$ cat src/rtl/rtc_pkg.sv
// Shared types, widths and constants for the RGB to CMYK percent converter.
`default_nettype none

package rtc_pkg;

	localparam int ChanW     = 8;
	localparam int PctW      = 7;
	localparam int Lanes     = 4;
	localparam int NumW      = 16;
	localparam int DenW      = ChanW + 1;
	localparam int QuotBits  = PctW;
	localparam int FifoDepth = 4;

	localparam int LaneCyan    = 0;
	localparam int LaneMagenta = 1;
	localparam int LaneYellow  = 2;
	localparam int LaneBlack   = 3;

	localparam logic [ChanW-1:0] ChanMax = 8'd255;
	localparam logic [PctW-1:0]  PctFull = 7'd100;

	typedef struct packed {
		logic [ChanW-1:0] red_in;
		logic [ChanW-1:0] green_in;
		logic [ChanW-1:0] blue_in;
	} pixel_t;

	typedef struct packed {
		logic [PctW-1:0] cyan_pct;
		logic [PctW-1:0] magenta_pct;
		logic [PctW-1:0] yellow_pct;
		logic [PctW-1:0] black_pct;
	} ink_t;

	// One division job per lane: quotient = num / den, with num = 200*n + d, den = 2*d.
	typedef struct packed {
		logic                           zero;
		logic [Lanes-1:0][NumW-1:0]     num;
		logic [Lanes-1:0][DenW-1:0]     den;
	} job_t;

	// Per-stage state of the restoring divider.
	typedef struct packed {
		logic                           zero;
		logic [Lanes-1:0][NumW-1:0]     rem;
		logic [Lanes-1:0][DenW-1:0]     den;
		logic [Lanes-1:0][PctW-1:0]     quo;
	} div_stage_t;

endpackage

`default_nettype wire

$ cat src/rtl/rtc_front.sv
// Front stage: take a pixel, find the largest channel and build the four division jobs.
`default_nettype none

module rtc_front (
	input  wire logic            clk,
	input  wire logic            arst_n,
	input  wire logic            push,
	output logic                 full,
	input  wire rtc_pkg::pixel_t pixel,
	output logic                 job_vld,
	input  wire logic            job_rdy,
	output rtc_pkg::job_t        job
);

	logic                         vld_s1;
	rtc_pkg::job_t                job_s1;
	rtc_pkg::job_t                job_c;
	logic                         adv;
	logic [rtc_pkg::ChanW-1:0]    mx;
	logic [rtc_pkg::ChanW-1:0]    n_c [rtc_pkg::Lanes];
	logic [rtc_pkg::ChanW-1:0]    d_c [rtc_pkg::Lanes];

	// num = 200*n + d built from shifts
	function automatic logic [rtc_pkg::NumW-1:0] num_of(
		input logic [rtc_pkg::ChanW-1:0] n,
		input logic [rtc_pkg::ChanW-1:0] d
	);
		logic [rtc_pkg::NumW-1:0] nw;
		logic [rtc_pkg::NumW-1:0] dw;
		nw = rtc_pkg::NumW'(n);
		dw = rtc_pkg::NumW'(d);
		return (nw << 7) + (nw << 6) + (nw << 3) + dw;
	endfunction

	always_comb begin
		mx = pixel.red_in;
		if (pixel.green_in > mx) begin
			mx = pixel.green_in;
		end
		if (pixel.blue_in > mx) begin
			mx = pixel.blue_in;
		end

		n_c[rtc_pkg::LaneCyan]    = mx - pixel.red_in;
		n_c[rtc_pkg::LaneMagenta] = mx - pixel.green_in;
		n_c[rtc_pkg::LaneYellow]  = mx - pixel.blue_in;
		n_c[rtc_pkg::LaneBlack]   = rtc_pkg::ChanMax - mx;
		d_c[rtc_pkg::LaneCyan]    = mx;
		d_c[rtc_pkg::LaneMagenta] = mx;
		d_c[rtc_pkg::LaneYellow]  = mx;
		d_c[rtc_pkg::LaneBlack]   = rtc_pkg::ChanMax;

		job_c.zero = (mx == '0);
		for (int l = 0; l < rtc_pkg::Lanes; l++) begin
			job_c.num[l] = num_of(n_c[l], d_c[l]);
			job_c.den[l] = {d_c[l], 1'b0};
		end
	end

	assign adv  = !vld_s1 || job_rdy;
	assign full = !adv;

	always_ff @(posedge clk or negedge arst_n) begin
		if (!arst_n) begin
			vld_s1 <= 1'b0;
		end else if (adv) begin
			vld_s1 <= push;
		end
	end

	always_ff @(posedge clk) begin
		if (adv && push) begin
			job_s1 <= job_c;
		end
	end

	assign job_vld = vld_s1;
	assign job     = job_s1;

endmodule

`default_nettype wire

$ cat src/rtl/rtc_fifo.sv
// Short job queue between the front stage and the divider pipeline.
`default_nettype none

module rtc_fifo #(
	parameter int Depth = rtc_pkg::FifoDepth
) (
	input  wire logic          clk,
	input  wire logic          arst_n,
	input  wire logic          wr_vld,
	output logic               wr_rdy,
	input  wire rtc_pkg::job_t wr_data,
	output logic               rd_vld,
	input  wire logic          rd_en,
	output rtc_pkg::job_t      rd_data
);

	localparam int PtrW = (Depth > 1) ? $clog2(Depth) : 1;
	localparam int CntW = $clog2(Depth + 1);

	rtc_pkg::job_t   mem_q [Depth];
	logic [PtrW-1:0] wr_ptr_q;
	logic [PtrW-1:0] rd_ptr_q;
	logic [CntW-1:0] cnt_q;
	logic            wr;
	logic            rd;

	assign wr_rdy  = (cnt_q != CntW'(Depth));
	assign rd_vld  = (cnt_q != '0);
	assign wr      = wr_vld && wr_rdy;
	assign rd      = rd_en && rd_vld;
	assign rd_data = mem_q[rd_ptr_q];

	always_ff @(posedge clk or negedge arst_n) begin
		if (!arst_n) begin
			wr_ptr_q <= '0;
			rd_ptr_q <= '0;
			cnt_q    <= '0;
		end else begin
			if (wr) begin
				wr_ptr_q <= (wr_ptr_q == PtrW'(Depth - 1)) ? '0 : wr_ptr_q + 1'b1;
			end
			if (rd) begin
				rd_ptr_q <= (rd_ptr_q == PtrW'(Depth - 1)) ? '0 : rd_ptr_q + 1'b1;
			end
			if (wr && !rd) begin
				cnt_q <= cnt_q + 1'b1;
			end else if (rd && !wr) begin
				cnt_q <= cnt_q - 1'b1;
			end
		end
	end

	always_ff @(posedge clk) begin
		if (wr) begin
			mem_q[wr_ptr_q] <= wr_data;
		end
	end

`ifndef SYNTHESIS
	a_cnt_bound: assert property (@(posedge clk) disable iff (!arst_n)
		cnt_q <= CntW'(Depth))
		else $error("job queue count exceeds depth");

	a_rd_nonempty: assert property (@(posedge clk) disable iff (!arst_n)
		rd_en |-> rd_vld)
		else $error("divider took a job from an empty queue");
`endif

endmodule

`default_nettype wire

$ cat src/rtl/rtc_div.sv
// Back end: pipelined restoring divider, one quotient bit per stage, four lanes.
`default_nettype none

module rtc_div (
	input  wire logic          clk,
	input  wire logic          arst_n,
	input  wire logic          job_vld,
	output logic               job_take,
	input  wire rtc_pkg::job_t job,
	output logic               empty,
	input  wire logic          pop,
	output rtc_pkg::ink_t      ink
);

	localparam int Stages = rtc_pkg::QuotBits;

	logic [Stages:1]      vld_s;
	rtc_pkg::div_stage_t  stg_s [1:Stages];
	rtc_pkg::div_stage_t  stage0;
	rtc_pkg::div_stage_t  last;
	logic                 adv;

	// Whole pipeline moves together; it holds only while a result waits unread.
	assign adv      = !vld_s[Stages] || pop;
	assign job_take = adv && job_vld;

	always_comb begin
		stage0.zero = job.zero;
		stage0.rem  = job.num;
		stage0.den  = job.den;
		stage0.quo  = '0;
	end

	for (genvar k = 1; k <= Stages; k++) begin : g_stage
		localparam int Bit = Stages - k;

		rtc_pkg::div_stage_t src;
		rtc_pkg::div_stage_t nxt;
		logic                src_vld;

		if (k == 1) begin : g_first
			assign src     = stage0;
			assign src_vld = job_vld;
		end else begin : g_next
			assign src     = stg_s[k-1];
			assign src_vld = vld_s[k-1];
		end

		always_comb begin
			logic [rtc_pkg::NumW-1:0] sh;
			nxt = src;
			for (int l = 0; l < rtc_pkg::Lanes; l++) begin
				sh = rtc_pkg::NumW'(src.den[l]) << Bit;
				if (src.rem[l] >= sh) begin
					nxt.rem[l]      = src.rem[l] - sh;
					nxt.quo[l][Bit] = 1'b1;
				end
			end
		end

		always_ff @(posedge clk or negedge arst_n) begin
			if (!arst_n) begin
				vld_s[k] <= 1'b0;
			end else if (adv) begin
				vld_s[k] <= src_vld;
			end
		end

		always_ff @(posedge clk) begin
			if (adv) begin
				stg_s[k] <= nxt;
			end
		end
	end

	assign last  = stg_s[Stages];
	assign empty = !vld_s[Stages];

	// Drop the chromatic quotients of a pure black pixel: they had no divisor.
	always_comb begin
		ink.cyan_pct    = last.zero ? '0 : last.quo[rtc_pkg::LaneCyan];
		ink.magenta_pct = last.zero ? '0 : last.quo[rtc_pkg::LaneMagenta];
		ink.yellow_pct  = last.zero ? '0 : last.quo[rtc_pkg::LaneYellow];
		ink.black_pct   = last.quo[rtc_pkg::LaneBlack];
	end

`ifndef SYNTHESIS
	a_pct_range: assert property (@(posedge clk) disable iff (!arst_n)
		!empty |-> (ink.cyan_pct <= rtc_pkg::PctFull) && (ink.magenta_pct <= rtc_pkg::PctFull)
			&& (ink.yellow_pct <= rtc_pkg::PctFull) && (ink.black_pct <= rtc_pkg::PctFull))
		else $error("ink percentage above full scale");

	a_black_full: assert property (@(posedge clk) disable iff (!arst_n)
		(!empty && last.zero) |-> (ink.black_pct == rtc_pkg::PctFull))
		else $error("pure black pixel without full black ink");
`endif

endmodule

`default_nettype wire

$ cat src/rtl/rgb_to_cmyk_percent.sv
// Top level of the RGB to CMYK percent converter: front stage, job queue, divider pipeline.
//
//   channel   direction  handshake              payload
//   pixel     in         push / full            rtc_pkg::pixel_t (red_in, green_in, blue_in)
//   ink       out        pop / empty            rtc_pkg::ink_t (cyan, magenta, yellow, black)
//
// Throughput is one pixel per clock while pop keeps up.
// Path from the input transfer to the result showing on ink: the front register loads at
// the transfer edge, the queue write follows, and the job then passes through seven
// registered divider stages (one quotient bit each).
// Reset (arst_n low) empties the front stage, the queue and the divider pipeline.
// A result left unread holds the divider; the queue then absorbs up to Depth more jobs and
// the front register one more before full rises, so the input side keeps taking pixels.
`default_nettype none

module rgb_to_cmyk_percent #(
	parameter int Depth = rtc_pkg::FifoDepth
) (
	input  wire logic            clk,
	input  wire logic            arst_n,
	input  wire logic            push,
	output logic                 full,
	input  wire rtc_pkg::pixel_t pixel,
	output logic                 empty,
	input  wire logic            pop,
	output rtc_pkg::ink_t        ink
);

	// front stage to queue
	logic          fr_vld;
	logic          fr_rdy;
	rtc_pkg::job_t fr_job;

	// queue to divider
	logic          q_vld;
	logic          q_take;
	rtc_pkg::job_t q_job;

	// Find the largest channel, flag pure black, build numerators and divisors.
	rtc_front u_front (
		.clk     (clk),
		.arst_n  (arst_n),
		.push    (push),
		.full    (full),
		.pixel   (pixel),
		.job_vld (fr_vld),
		.job_rdy (fr_rdy),
		.job     (fr_job)
	);

	// Hold jobs while the divider waits on the result side.
	rtc_fifo #(
		.Depth (Depth)
	) u_fifo (
		.clk     (clk),
		.arst_n  (arst_n),
		.wr_vld  (fr_vld),
		.wr_rdy  (fr_rdy),
		.wr_data (fr_job),
		.rd_vld  (q_vld),
		.rd_en   (q_take),
		.rd_data (q_job)
	);

	// Advance all four lanes through the restoring divider and present the result.
	rtc_div u_div (
		.clk      (clk),
		.arst_n   (arst_n),
		.job_vld  (q_vld),
		.job_take (q_take),
		.job      (q_job),
		.empty    (empty),
		.pop      (pop),
		.ink      (ink)
	);

endmodule

`default_nettype wire
$ cat config.mk
export PLATFORM = sky130hd
export DESIGN_NAME = rgb_to_cmyk_percent
export DESIGN_NICKNAME = d
export VERILOG_FILES = /design/src/rtl/rtc_pkg.sv /design/src/rtl/rtc_front.sv /design/src/rtl/rtc_fifo.sv /design/src/rtl/rtc_div.sv /design/src/rtl/rgb_to_cmyk_percent.sv
export SDC_FILE = /design/constraint.sdc
export NUM_CORES = 2
export LEC_CHECK = 0
export BUFFER_PORTS_ARGS = -buffer_cell sky130_fd_sc_hd__buf_2
export CORE_MARGIN = 5
export CORE_UTILIZATION = 59
export DETAILED_ROUTE_END_ITERATION = 10
export GPL_ROUTABILITY_DRIVEN = 0
export GPL_TIMING_DRIVEN = 0
export PLACE_DENSITY_LB_ADDON = 0.08
export SKIP_LAST_GASP = 1
export SLEW_MARGIN = 10
export SYNTH_ARGS = -nofsm -noshare
export SYNTH_HDL_FRONTEND = slang
export SYNTH_HIERARCHICAL = 1
export SYNTH_SLANG_ARGS = --single-unit
$ cat constraint.sdc
create_clock -name clk -period 14.38 [get_ports clk]
set_input_delay 0.719 -clock clk [delete_from_list [all_inputs] [get_ports clk]]
set_output_delay 0.719 -clock clk [all_outputs]
set_load 0.03 [all_outputs]
==> run summary <==
The die is 328 um wide. The destination of the worst register-to-register timing path is u_div/stg_s[0][100]$_DFFE_PN_. The maximum operating frequency was 0.122 GHz. The detail route stage leaves a number of antenna-violating nets equal to 0. Setup repair after global routing left no endpoint under its margin. Leading cell type by number of instances after synthesis: sky130_fd_sc_hd__edfxtp_1. The run finished with clean final reports. Headroom to the max-slew limit: 20.6%. The Yosys step of the flow raised 6 warnings. For this configuration, the core starts out at a cell density of 59.6%. The netlist uses 88 different library cells. Of all flip-flops after synthesis, the portion carrying an async set or reset was 1.25%. CTS built an H-tree with a depth of 3.

Buffers inserted during clock tree synthesis total 120. Before antenna repair, the detailed router went through 7 iterations. The number of antenna violations at the first check in global routing came out at 0. The most used flip-flop cell after synthesis is sky130_fd_sc_hd__edfxtp_1. The routed wirelength normalized by instance count was 17.2 um; the share of cells above drive strength 1 was 12.5%. The height of the die is 328 um. The total count of max-transition violations in the final report was 0; the cell row count was 116. The commonest cells after synthesis are 1183 x sky130_fd_sc_hd__edfxtp_1, 430 x sky130_fd_sc_hd__inv_1, 405 x sky130_fd_sc_hd__ha_1, 237 x sky130_fd_sc_hd__a21oi_1, 237 x sky130_fd_sc_hd__nor2_1. The slowest stage cell on the critical path was sky130_fd_sc_hd__mux2i_1. The tools report the launch point of the critical path as pixel[21].

Setup slack on the critical path of the routed design comes to 6190 ps. Of all cell types, the one taking the most synthesized area is sky130_fd_sc_hd__edfxtp_1. The cell count after synthesis came out at 4360. Detailed placement finished with a half-perimeter wire length of 76.2 mm. The routed design could run at a clock period as short as 8190 ps. The routed layout has 33500 vias.

The clock sink count is 1198, and the floorplan core area is 100000 um2. The run gives 60.1% as the sequential area share after synthesis. By area the synthesized netlist is led by sky130_fd_sc_hd__edfxtp_1 59%, sky130_fd_sc_hd__ha_1 8.5%, sky130_fd_sc_hd__mux4_2 3.8%. Capturing element of the worst setup path: u_front/job[50]$_DFFE_PP_.

STA classifies the critical path startpoint as an input port. 58 I/O pins were placed. The global router's overall resource usage is 19.6%, and the die footprint is 108000 um2. The vias per cell is 5.55. The count of flip-flops with a built-in enable after synthesis is 1183, and the global-route wire length before repair is 171 mm. The root buffer cell chosen for the clock tree is sky130_fd_sc_hd__clkbuf_16. The worst min-delay path class was input port to flop. The share of synthesized area in the top cell type comes to 59.5%. The worst setup path is of the input port to flop kind. For the number of failing hold endpoints at the final stage, the log shows 0. Summing every instance area after synthesis gives 59700 um2. The final routed wirelength across all metal layers came out at 104 mm. Max-cap violations in this run came to 0. For the clock insertion delay at the later pin of the skew report, the log shows 690 ps. The worst setup path is captured at a flop. The worst hold margin came out at 246 ps. For the total overflow reported by the global router, the log shows 0. Cell repeated most along the worst path: sky130_fd_sc_hd__ha_1.

The pin count of the biggest net entering global routing was 61; the setup slack on the worst flop-to-flop path was 10260 ps. After detailed routing, the number of remaining DRC violations is 0. The register bit count reported by yosys came out at 1198. The clock-pin slew on the worst setup and hold paths came out at 60 ps. In this run the deepest clock path goes through 3 buffers. Setup violations remaining at the end of the flow were counted as 0. The tools report the origin of the critical flop-to-flop path as u_fifo/rd_ptr_q[1]$_DFFE_PN0P_. The count of buffers added on input and output ports is 57. The area added between synthesis and finish is 10.6%. At the placement stage, the worst setup path has a slack of 5510 ps. The depth of the worst register-to-register path is 13.

For the number of global-route vias before repair, the log shows 33300. Worst-path maximum fanout: 10. The logs give 5066 for the net count of the finished layout and 8620 ps for the endpoint arrival time on the critical path.

The transition at the pin with the smallest max-transition slack came out at 1190 ps. The required time of the critical path is 14810 ps, and the average instance area after synthesis is 13.7 um2. The stage delay of the slowest cell on the critical path was 820 ps; the final sum of negative setup slack was 0 ps.

The logs give 20.4 ps for the largest clock skew in the final design and 2391 for the number of violations reported at the end of detailed-routing iteration 0. The number of antenna diodes is 0. In the finished design, the share of the clock period the worst path needs comes to 56.9%. TritonCTS built the clock tree.
[layout make-up]
class                   count  area (um2)
plain buffers             114         773
clock buffers             154        3190
clock inverters            65         405
fillers                  7291       34200
inverters                 432        1630
multi-input cells        2629       21500
flip-flops and latches   1198       35900
well taps                1357        1700
repair buffers             87         951
[per-layer routing]
metal | wire [um] | share of wire [%] | up-vias | global-route usage, %
li1 | - | - | 16700 | -
met1 | 47300 | 46 | 16000 | 27.2
met2 | 50000 | 48 | 612 | 33.1
met3 | 4050 | 3.9 | 140 | 2.58
met4 | 2350 | 2.3 | 0 | 5.29
met5 | 0 | 0 | - | 0
[stage by stage]
step / util (%) / instances / cell area, um2
finish: 65.9 / 6036 / 66100
global route: 65.9 / 6036 / 66100
CTS: 65.9 / 6036 / 66100
detailed placement: 62.3 / 5816 / 62400
global placement: 61.6 / 5787 / 61800
floorplan: - / 4373 / 59800
[critical path, delay by kind of cell]
family / cells / cell delay [ps]
xor gates and xnor gates: 2 / 420
muxes: 2 / 1290
and+or+nand+nor: 4 / 730
adders and majority gates: 7 / 2350
AOI/OAI and AO/OA: 14 / 2410
buffers and inverters: 5 / 710
[worst min path at each step]
stage | depth (start not counted) | endpoint | slack (ps) | from
after floorplan | 0 | u_div/stg_s[0][111]$_DFFE_PN_ | 400 | u_div/stg_s[0][0]$_DFFE_PN_
after global placement | 0 | u_div/stg_s[0][511]$_DFFE_PN_ | 400 | u_div/stg_s[0][382]$_DFFE_PN_
after detailed placement | 0 | u_div/stg_s[0][239]$_DFFE_PN_ | 400 | u_div/stg_s[0][110]$_DFFE_PN_
after CTS | 2 | u_front/job_vld$_DFFE_PN0N_ | 200 | push
after global routing | 2 | u_front/job_vld$_DFFE_PN0N_ | 230 | push
final | 2 | u_front/job_vld$_DFFE_PN0N_ | 250 | push
[flip-flops by register name, indices dropped and copies added (netlist names)]
name	cells
u_div/stg_s	719
u_fifo/mem_q	404
u_front/job	60
u_div/g_stage.src_vld	6
u_fifo/cnt_q	3
u_fifo/rd_ptr_q	2
u_fifo/wr_ptr_q	2
u_div/vld_s	1
u_front/job_vld	1
[layout by cell type (no fill, tap or decap), types with 66 or more instances in the layout]
| cell type | netlist | routed |
|---|---|---|
| sky130_fd_sc_hd__edfxtp_1 | 1183 | 1183 |
| sky130_fd_sc_hd__inv_1 | 430 | 429 |
| sky130_fd_sc_hd__ha_1 | 405 | 405 |
| sky130_fd_sc_hd__nor2_1 | 237 | 237 |
| sky130_fd_sc_hd__a21oi_1 | 237 | 237 |
| sky130_fd_sc_hd__nand2_1 | 201 | 201 |
| sky130_fd_sc_hd__o21ai_0 | 187 | 187 |
| sky130_fd_sc_hd__xnor2_1 | 152 | 152 |
| sky130_fd_sc_hd__clkbuf_16 | 0 | 123 |
| sky130_fd_sc_hd__mux4_2 | 101 | 101 |
| sky130_fd_sc_hd__nor3_1 | 100 | 100 |
| sky130_fd_sc_hd__nor2b_1 | 90 | 90 |
| sky130_fd_sc_hd__xor2_1 | 85 | 85 |
| sky130_fd_sc_hd__buf_2 | 27 | 84 |
| sky130_fd_sc_hd__mux2_2 | 70 | 70 |
| sky130_fd_sc_hd__a21o_1 | 66 | 66 |
[kinds of logic (layout without fill, tap and decap cells)]
family / count (synthesis) / count (layout) / synth area share [%]
compound gates: 789 / 789 / 8.37
simple gates: 922 / 922 / 7.94
mux: 210 / 210 / 5.90
flops: 1198 / 1198 / 60.1
xor+xnor: 237 / 237 / 3.47
buf+inv: 546 / 852 / 4.01
other cells: 2 / 15 / 0.0126
fa+ha+maj: 456 / 456 / 10.2
[repair_timing]
item | CTS | global route
buffers inserted | 0 | 0
hold endpoints to repair | 15 | 0
hold buffers | 1 | 0
endpoints found under the setup margin | 0 | 0
gates resized for setup | 0 | 0
Power is left out: the tool's default activity adds up to more than one toggle a clock period on the data nets, which glitch-free logic cannot reach.
